[src/rtl/tpc_pkg.sv]
`timescale 1ns / 1ps
package tpc_pkg;

   localparam int DIV_STEPS = 32;

   // csr register indexes
   localparam logic [1:0] CSR_TEMP_CAL  = 2'd0;
   localparam logic [1:0] CSR_PRES_CAL1 = 2'd1;
   localparam logic [1:0] CSR_PRES_CAL2 = 2'd2;
   localparam logic [1:0] CSR_PRES_CAL9 = 2'd3;

   localparam logic [31:0] T_OFFSET   = 32'd64000;
   localparam logic [31:0] P_FULL     = 32'd1048576;
   localparam logic [31:0] P_SCALE    = 32'd3125;
   localparam logic [31:0] P1_BIAS    = 32'd32768;
   localparam logic [31:0] T_ROUND    = 32'd128;

   typedef struct packed {
      logic [15:0] t1;
      logic [15:0] t2;
      logic [15:0] t3;
      logic [15:0] p1;
      logic [15:0] p2;
      logic [15:0] p3;
      logic [15:0] p4;
      logic [15:0] p5;
      logic [15:0] p6;
      logic [15:0] p7;
      logic [15:0] p8;
      logic [15:0] p9;
   } cal_type;

   // fields that ride alongside the division
   typedef struct packed {
      logic [31:0] temp;
      logic [31:0] fine;
      logic        big;
      logic        zero;
   } side_type;

   function automatic logic [31:0] sext16(input logic [15:0] x);
      return {{16{x[15]}}, x};
   endfunction

   function automatic logic [31:0] asr(input logic [31:0] x, input int unsigned n);
      return 32'($signed(x) >>> n);
   endfunction

   function automatic logic [31:0] mul32(input logic [31:0] a, input logic [31:0] b);
      logic [31:0] r;
      r = a * b;
      return r;
   endfunction

endpackage

[src/rtl/tpc_back.sv]
`timescale 1ns / 1ps
module tpc_back (
   input  logic               clock,
   input  logic               reset,
   input  logic               in_valid,
   input  logic [31:0]        in_quotient,
   input  tpc_pkg::side_type  in_side,
   input  tpc_pkg::cal_type   cal,
   output logic               out_valid,
   output logic [31:0]        out_temp,
   output logic [31:0]        out_fine,
   output logic [31:0]        out_pressure,
   output logic               out_zero
);

   logic [2:0]  v_ff;
   logic [31:0] p_q;
   logic [31:0] m1_ff, mb1_ff, p1_ff, p2_ff, a2_ff, b2_ff;
   logic [31:0] pres_ff;
   tpc_pkg::side_type s1_ff, s2_ff, s3_ff;
   logic [31:0] p7, p8, p9, u;

   assign p7  = tpc_pkg::sext16(cal.p7);
   assign p8  = tpc_pkg::sext16(cal.p8);
   assign p9  = tpc_pkg::sext16(cal.p9);
   assign p_q = in_side.big ? {in_quotient[30:0], 1'b0} : in_quotient;
   assign u   = {3'd0, p_q[31:3]};

   always_ff @(posedge clock) begin
      if (reset) begin
         v_ff <= '0;
      end else begin
         v_ff <= {v_ff[1:0], in_valid};
      end
   end

   always_ff @(posedge clock) begin
      m1_ff  <= tpc_pkg::mul32(u, u);
      mb1_ff <= tpc_pkg::mul32({2'd0, p_q[31:2]}, p8);
      p1_ff  <= p_q;
      s1_ff  <= in_side;
      a2_ff  <= tpc_pkg::asr(tpc_pkg::mul32(p9, {13'd0, m1_ff[31:13]}), 12);
      b2_ff  <= tpc_pkg::asr(mb1_ff, 13);
      p2_ff  <= p1_ff;
      s2_ff  <= s1_ff;
      pres_ff <= s2_ff.zero ? '0 : p2_ff + tpc_pkg::asr(a2_ff + b2_ff + p7, 4);
      s3_ff  <= s2_ff;
   end

   assign out_valid    = v_ff[2];
   assign out_temp     = s3_ff.temp;
   assign out_fine     = s3_ff.fine;
   assign out_pressure = pres_ff;
   assign out_zero     = s3_ff.zero;

endmodule

[config.mk]
export PLATFORM = sky130hd
export DESIGN_NAME = tpc_back
export DESIGN_NICKNAME = d
export VERILOG_FILES = /design/src/rtl/tpc_pkg.sv /design/src/rtl/tpc_back.sv
export SDC_FILE = /design/constraint.sdc
export NUM_CORES = 2
export LEC_CHECK = 0
export ABC_AREA = 1
export BUFFER_PORTS_ARGS = -buffer_cell sky130_fd_sc_hd__buf_4
export CAP_MARGIN = 15
export CORE_AREA = 2 2 311 282
export DETAILED_ROUTE_END_ITERATION = 10
export DIE_AREA = 0 0 313 284
export PLACE_DENSITY_LB_ADDON = 0.08
export SLEW_MARGIN = 0
export SYNTH_ARGS = -nofsm -noshare
export SYNTH_HDL_FRONTEND = slang
export SYNTH_SLANG_ARGS = --single-unit
[constraint.sdc]
create_clock -name clock -period 8.26 [get_ports clock]
set_clock_uncertainty 0.2 [all_clocks]
set_input_delay 0.826 -clock clock [delete_from_list [all_inputs] [get_ports clock]]
set_output_delay 0.826 -clock clock [all_outputs]
set_load 0.01 [all_outputs]
Word level (Yosys, flattened, before mapping)
Cells that the tools add are included.

word-level totals
  word-level logic and storage cells = 25
  output and inout bits = 98
  register bits after elaboration = 397
  input bits = 293

operators by class
  add/subtract/negate cells = 3
  multiplexer cells = 1
  $mul = 3

operators with widths
  operator          count
  $add A32 B32 Y32  2
  $mul A16 B20 Y32  1
  $mul A29 B29 Y32  1
  $mul A31 B16 Y32  1
  $mux W32          1
  $add A20 B19 Y21  1

Depth between registers and ports, before layout
  depth after elaboration = 3
  mapped depth = 36

Worst setup path after synthesis
OpenSTA, ideal clock, no wires.

  kind = input to register
  start point = in in_side[1] (netlist bit)
  end point = reg m1_ff[28]
  slack = 0.589 ns
  data arrival time = 7.348 ns
  data required time = 7.937 ns
  buffers on the path = 4
  setup time = 0.123 ns
  cell stages on the path = 27
  cells stage by stage = buf_6 -> buf_12 -> nand2_1 -> o21ai_4 -> inv_1 -> clkbuf_1 -> buf_1 -> nor2_1 -> fa_1 -> fa_1 -> fa_1 -> inv_1 -> fa_1 -> inv_1 -> fa_1 -> fa_1 -> fa_1 -> fa_1 -> ha_1 -> nand2_1 -> nor4_1 -> nand3_1 -> nand3_1 -> nand2_1 -> o211ai_1 -> a21oi_1 -> xor2_1

on the way
  cells in the longest elaborated chain, start to end = 2

ends and longest elaborated chain
  what                  RTL line        text
  start, declared       tpc_back.sv:7   input tpc_pkg::side_type in_side,
  $mux W32              tpc_back.sv:26  assign p_q = in_side.big ? {in_quotient[30:0], 1'b0} : in_quotient;
  $mul A29 B29 Y32      tpc_pkg.sv:51   r = a * b;
  end signal, assigned  tpc_back.sv:38  m1_ff <= tpc_pkg::mul32(u, u);
  end, declared         tpc_back.sv:18  logic [31:0] m1_ff, mb1_ff, p1_ff, p2_ff, a2_ff, b2_ff;

No other way between the ends.
A chain may end at the register's enable or synchronous reset.

Worst setup path after layout
Same ends and word-level chain as after synthesis.

==> PnR_summary.wiki <==
{| class="wikitable"
! Metric !! Value
|-
| Run status || finished clean
|-
| DR vias || approximately 35000
|-
| Number of H-tree levels || 2
|-
| Avg WL per Cell || ~18 µm
|-
| Compound-cell area share of the yosys netlist || 0.0539
|-
| Most common library cells after synthesis || 1412 x sky130_fd_sc_hd__inv_1, 1041 x sky130_fd_sc_hd__nand2_1, 904 x sky130_fd_sc_hd__fa_1, 447 x sky130_fd_sc_hd__nor2_1, 380 x sky130_fd_sc_hd__ha_1
|-
| Layout cells sized above 1 || 0.0846
|-
| Sinks on the clock net || ~370
|-
| Max-slew headroom at the worst pin || 0.202
|-
| I/O pin total || between 300 and 400
|-
| Area fraction of the dominant cell type after synthesis || 0.388
|-
| Overall Global Routing Usage || 0.289
|-
| Clock latency of the later-clocked register in the worst-skew pair || approximately 0.58 ns
|-
| Kind of end point of the critical path || register
|-
| Clock Root Buffer || sky130_fd_sc_hd__clkbuf_16
|-
| Pin count of the biggest net entering global routing || between 40 and 50
|-
| Final max-slew violation count || 0
|-
| Number of cells traversed by the worst register-to-register path || 33
|-
| Area taken by multi-input logic gates || 0.0332 mm²
|-
| Reg-to-reg setup timing slack || between 1.5 and 2 ns
|-
| FILL cells || 7774
|-
| Flop and latch count out of synthesis || between 300 and 400
|-
| Post-CTS setup-driven buffer insertion count || 0
|-
| Async SR Flop Fraction || 0
|-
| Number of antenna violations at the first check in global routing || 1
|-
| Post-DR vias/cell || between 5 and 6
|-
| Post-synthesis average cell area || 8.51 µm²
|-
| Number of design rule violations left after detail routing || 0
|-
| Global-route congestion overflow total || 0
|-
| Cell class contributing the biggest share of worst-path delay || adder cells
|-
| Synthesis-to-finish area growth || 10.3%
|-
| Cell with the most instances on the worst path || sky130_fd_sc_hd__fa_1
|-
| Final setup fails || 0
|-
| Critical path class || in2reg
|-
| Synthesis Warnings || 0
|-
| CTS clock-pin slew for the worst setup and hold paths || 0.08 ns
|-
| Xor-xnor portion of the synthesized cell area || 0.0259
|-
| Cell variety after synth || slightly below 50
|-
| Count of buffering cells on the critical path with inverters included || 7
|-
| Minimum clock period after layout || 7.59 ns
|-
| Arrival time at the worst endpoint || approximately 7.9 ns
|-
| Total standard cell area after synthesis || 0.0467 mm²
|-
| Data required time at the worst endpoint || 8.53 ns
|-
| Router iterations before antenna repair || 5
|-
| Number of port buffers || approximately 250
|-
| X dimension of the die || 313 µm
|-
| Area of the core region || roughly 0.086 mm²
|-
| Crit Path Max Fanout || 24
|-
| Remaining antenna violation count || 0
|-
| Setup tns final || 0 ns
|-
| Number of design-rule violations left by the first detailed-router iteration || around 2300
|-
| Main synth FF type || sky130_fd_sc_hd__dfxtp_1
|-
| Final routed wirelength across all metal layers || ~120 mm
|-
| Gate Count Post-Synth || ~5500
|-
| Worst hold endpoint || p2_ff[24]$_DFF_P_
|-
| Most numerous cell in the Yosys netlist || sky130_fd_sc_hd__inv_1
|-
| Post-synthesis simple-gate area fraction || 0.142
|-
| Largest family of logic cells by synthesized area || adder cells
|-
| Number of buffers created by CTS || 38
|-
| Worst min-delay path class || reg2reg
|-
| Largest area contributor in the synthesized netlist || sky130_fd_sc_hd__fa_1
|-
| Number of buffers between clock root and the deepest sink || 3
|-
| Proportion of synthesized area in mux cells || 0
|-
| Initial core utilization || 0.545
|-
| Capture point of the worst reg-to-reg path || out_pressure[25]$_SDFF_PP0_
|-
| Floorplan die height || between 200 and 300 µm
|-
| Number of resized instances in the post-cts repair step || 0
|-
| Vias in the first global route || approximately 37000
|-
| Number of nets in the final layout || between 7000 and 8000
|-
| HPWL after DPL || approximately 100 mm
|-
| R2R Path Start || b2_ff[0]$_DFF_P_
|-
| Fmax || 132 MHz
|-
| Part of the Yosys area used for sequential elements || 0.159
|-
| Final number of hold-violating endpoints || 0
|-
| Adder and majority gate portion of the synthesized area || 0.490
|-
| Wire length of the first global-routing pass || around 200 mm
|-
| CTS tree || done
|-
| Hold path start || p1_ff[24]$_DFF_P_
|-
| Slowest cell delay on critical path || around 0.55 ns
|-
| Hold Buf Count CTS || 0
|-
| Worst hold path stage count || 0
|-
| Placer Congestion || roughly 0.9
|-
| Count of max-cap constraint violations || 0
|-
| Top cells by area, synth || sky130_fd_sc_hd__fa_1 39%, sky130_fd_sc_hd__dfxtp_1 16%, sky130_fd_sc_hd__inv_1 11%, sky130_fd_sc_hd__ha_1 10%, sky130_fd_sc_hd__nand2_1 8.4%
|-
| Nature of the critical path startpoint || input port
|-
| Slowest cell on crit path || sky130_fd_sc_hd__fa_1
|-
| Total nets after synthesis || 7058
|-
| # rows || 102
|-
| Slew @ Worst Pin || roughly 1.2 ns
|-
| DIE AREA || ~0.089 mm²
|-
| Number of enable flip-flop cells after synthesis || 0
|-
| Area of all sequential standard cells || approximately 0.0074 mm²
|-
| Period utilization || 0.919
|-
| RSZ-0062 raised after global routing || false
|}
routing by layer:
layer	GRT usage	wire, µm
met1	0.399	53600
met5	0	0
met4	0.0743	3470
met3	0.0482	9090
met2	0.476	58200
layout make-up:
| cell class | instances | share of cell area |
|---|---|---|
| well taps | 1144 | 0.0278 |
| repair buffers | 355 | 0.0535 |
| clock inverters | 17 | 0.00520 |
| clock buffers | 50 | 0.0205 |
| inverters | 1425 | 0.104 |
| flip-flops and latches | 371 | 0.144 |
| diodes | 1 | 0.0000486 |
| multi-input cells | 3524 | 0.645 |
registers in the layout, indices dropped and copies added (netlist names):
signal,flops
b2_ff,19
a2_ff,20
v_ff,3
out_zero,1
mb1_ff,19
out_temp,32
out_fine,32
out_pressure,32
m1_ff,20
p2_ff,32
p1_ff,31
s1_ff,65
s2_ff,65
metrics by stage:
step / cells / hold WS, ns / utilization / worst slack, ns / cell area (µm²)
finish: 6887 / 0.102 / 0.601 / 0.667 / 51500
global route: 6886 / 0.115 / 0.601 / 0.207 / 51500
CTS: 6886 / 0.104 / 0.601 / 0.701 / 51500
detailed placement: 6819 / 0.112 / 0.586 / 0.108 / 50200
global placement: 6819 / 0.109 / 0.586 / 0.109 / 50200
floorplan: 5481 / 0.110 / - / 0.589 / 46700
layout by cell type, fill, tap and decap left out, types with 7 or more instances in the layout:
cell type and n:
sky130_fd_sc_hd__inv_2 7, sky130_fd_sc_hd__nor3_1 34, sky130_fd_sc_hd__o21a_1 14, sky130_fd_sc_hd__nand2_2 21
sky130_fd_sc_hd__o211ai_1 9, sky130_fd_sc_hd__a21oi_1 209, sky130_fd_sc_hd__o21ai_4 7, sky130_fd_sc_hd__o21ai_0 110
sky130_fd_sc_hd__fa_1 904, sky130_fd_sc_hd__ha_1 380, sky130_fd_sc_hd__nand4_1 17, sky130_fd_sc_hd__o21ai_2 10
sky130_fd_sc_hd__clkbuf_16 38, sky130_fd_sc_hd__o21bai_1 28, sky130_fd_sc_hd__nand2_1 1041, sky130_fd_sc_hd__xnor2_1 48
sky130_fd_sc_hd__inv_1 1412, sky130_fd_sc_hd__nor2_1 447, sky130_fd_sc_hd__or2_2 17, sky130_fd_sc_hd__buf_4 348
sky130_fd_sc_hd__a21o_1 11, sky130_fd_sc_hd__buf_12 7, sky130_fd_sc_hd__xor2_1 90, sky130_fd_sc_hd__dfxtp_1 371
sky130_fd_sc_hd__nor4_1 8, sky130_fd_sc_hd__nand3_1 75
cell families (layout without fill, tap and decap cells):
kind of cell / Yosys count / count (layout)
AOI/OAI and AO/OA: 430 / 430
DFF: 371 / 371
other: 0 / 1
xor gates and xnor gates: 138 / 138
adders and majority gates: 1284 / 1284
buffers and inverters: 1586 / 1847
and+or+nand+nor: 1672 / 1672
worst max-delay path by stage:
stage | depth (start not counted) | to | slack, ns | startpoint
2_1_floorplan | 27 | m1_ff[28]$_DFF_P_ | 0.59 | in_side[1]
3_3_place_gp | 26 | m1_ff[24]$_DFF_P_ | 0.11 | in_side[1]
3_5_place_dp | 27 | m1_ff[28]$_DFF_P_ | 0.11 | in_side[1]
4_1_cts | 26 | m1_ff[24]$_DFF_P_ | 0.70 | in_side[1]
5_1_grt | 27 | m1_ff[26]$_DFF_P_ | 0.21 | in_side[1]
6_report | 27 | m1_ff[28]$_DFF_P_ | 0.67 | in_side[1]
Power is left out: the tool's default activity adds up to more than one toggle a clock period on the data nets, which glitch-free logic cannot reach.
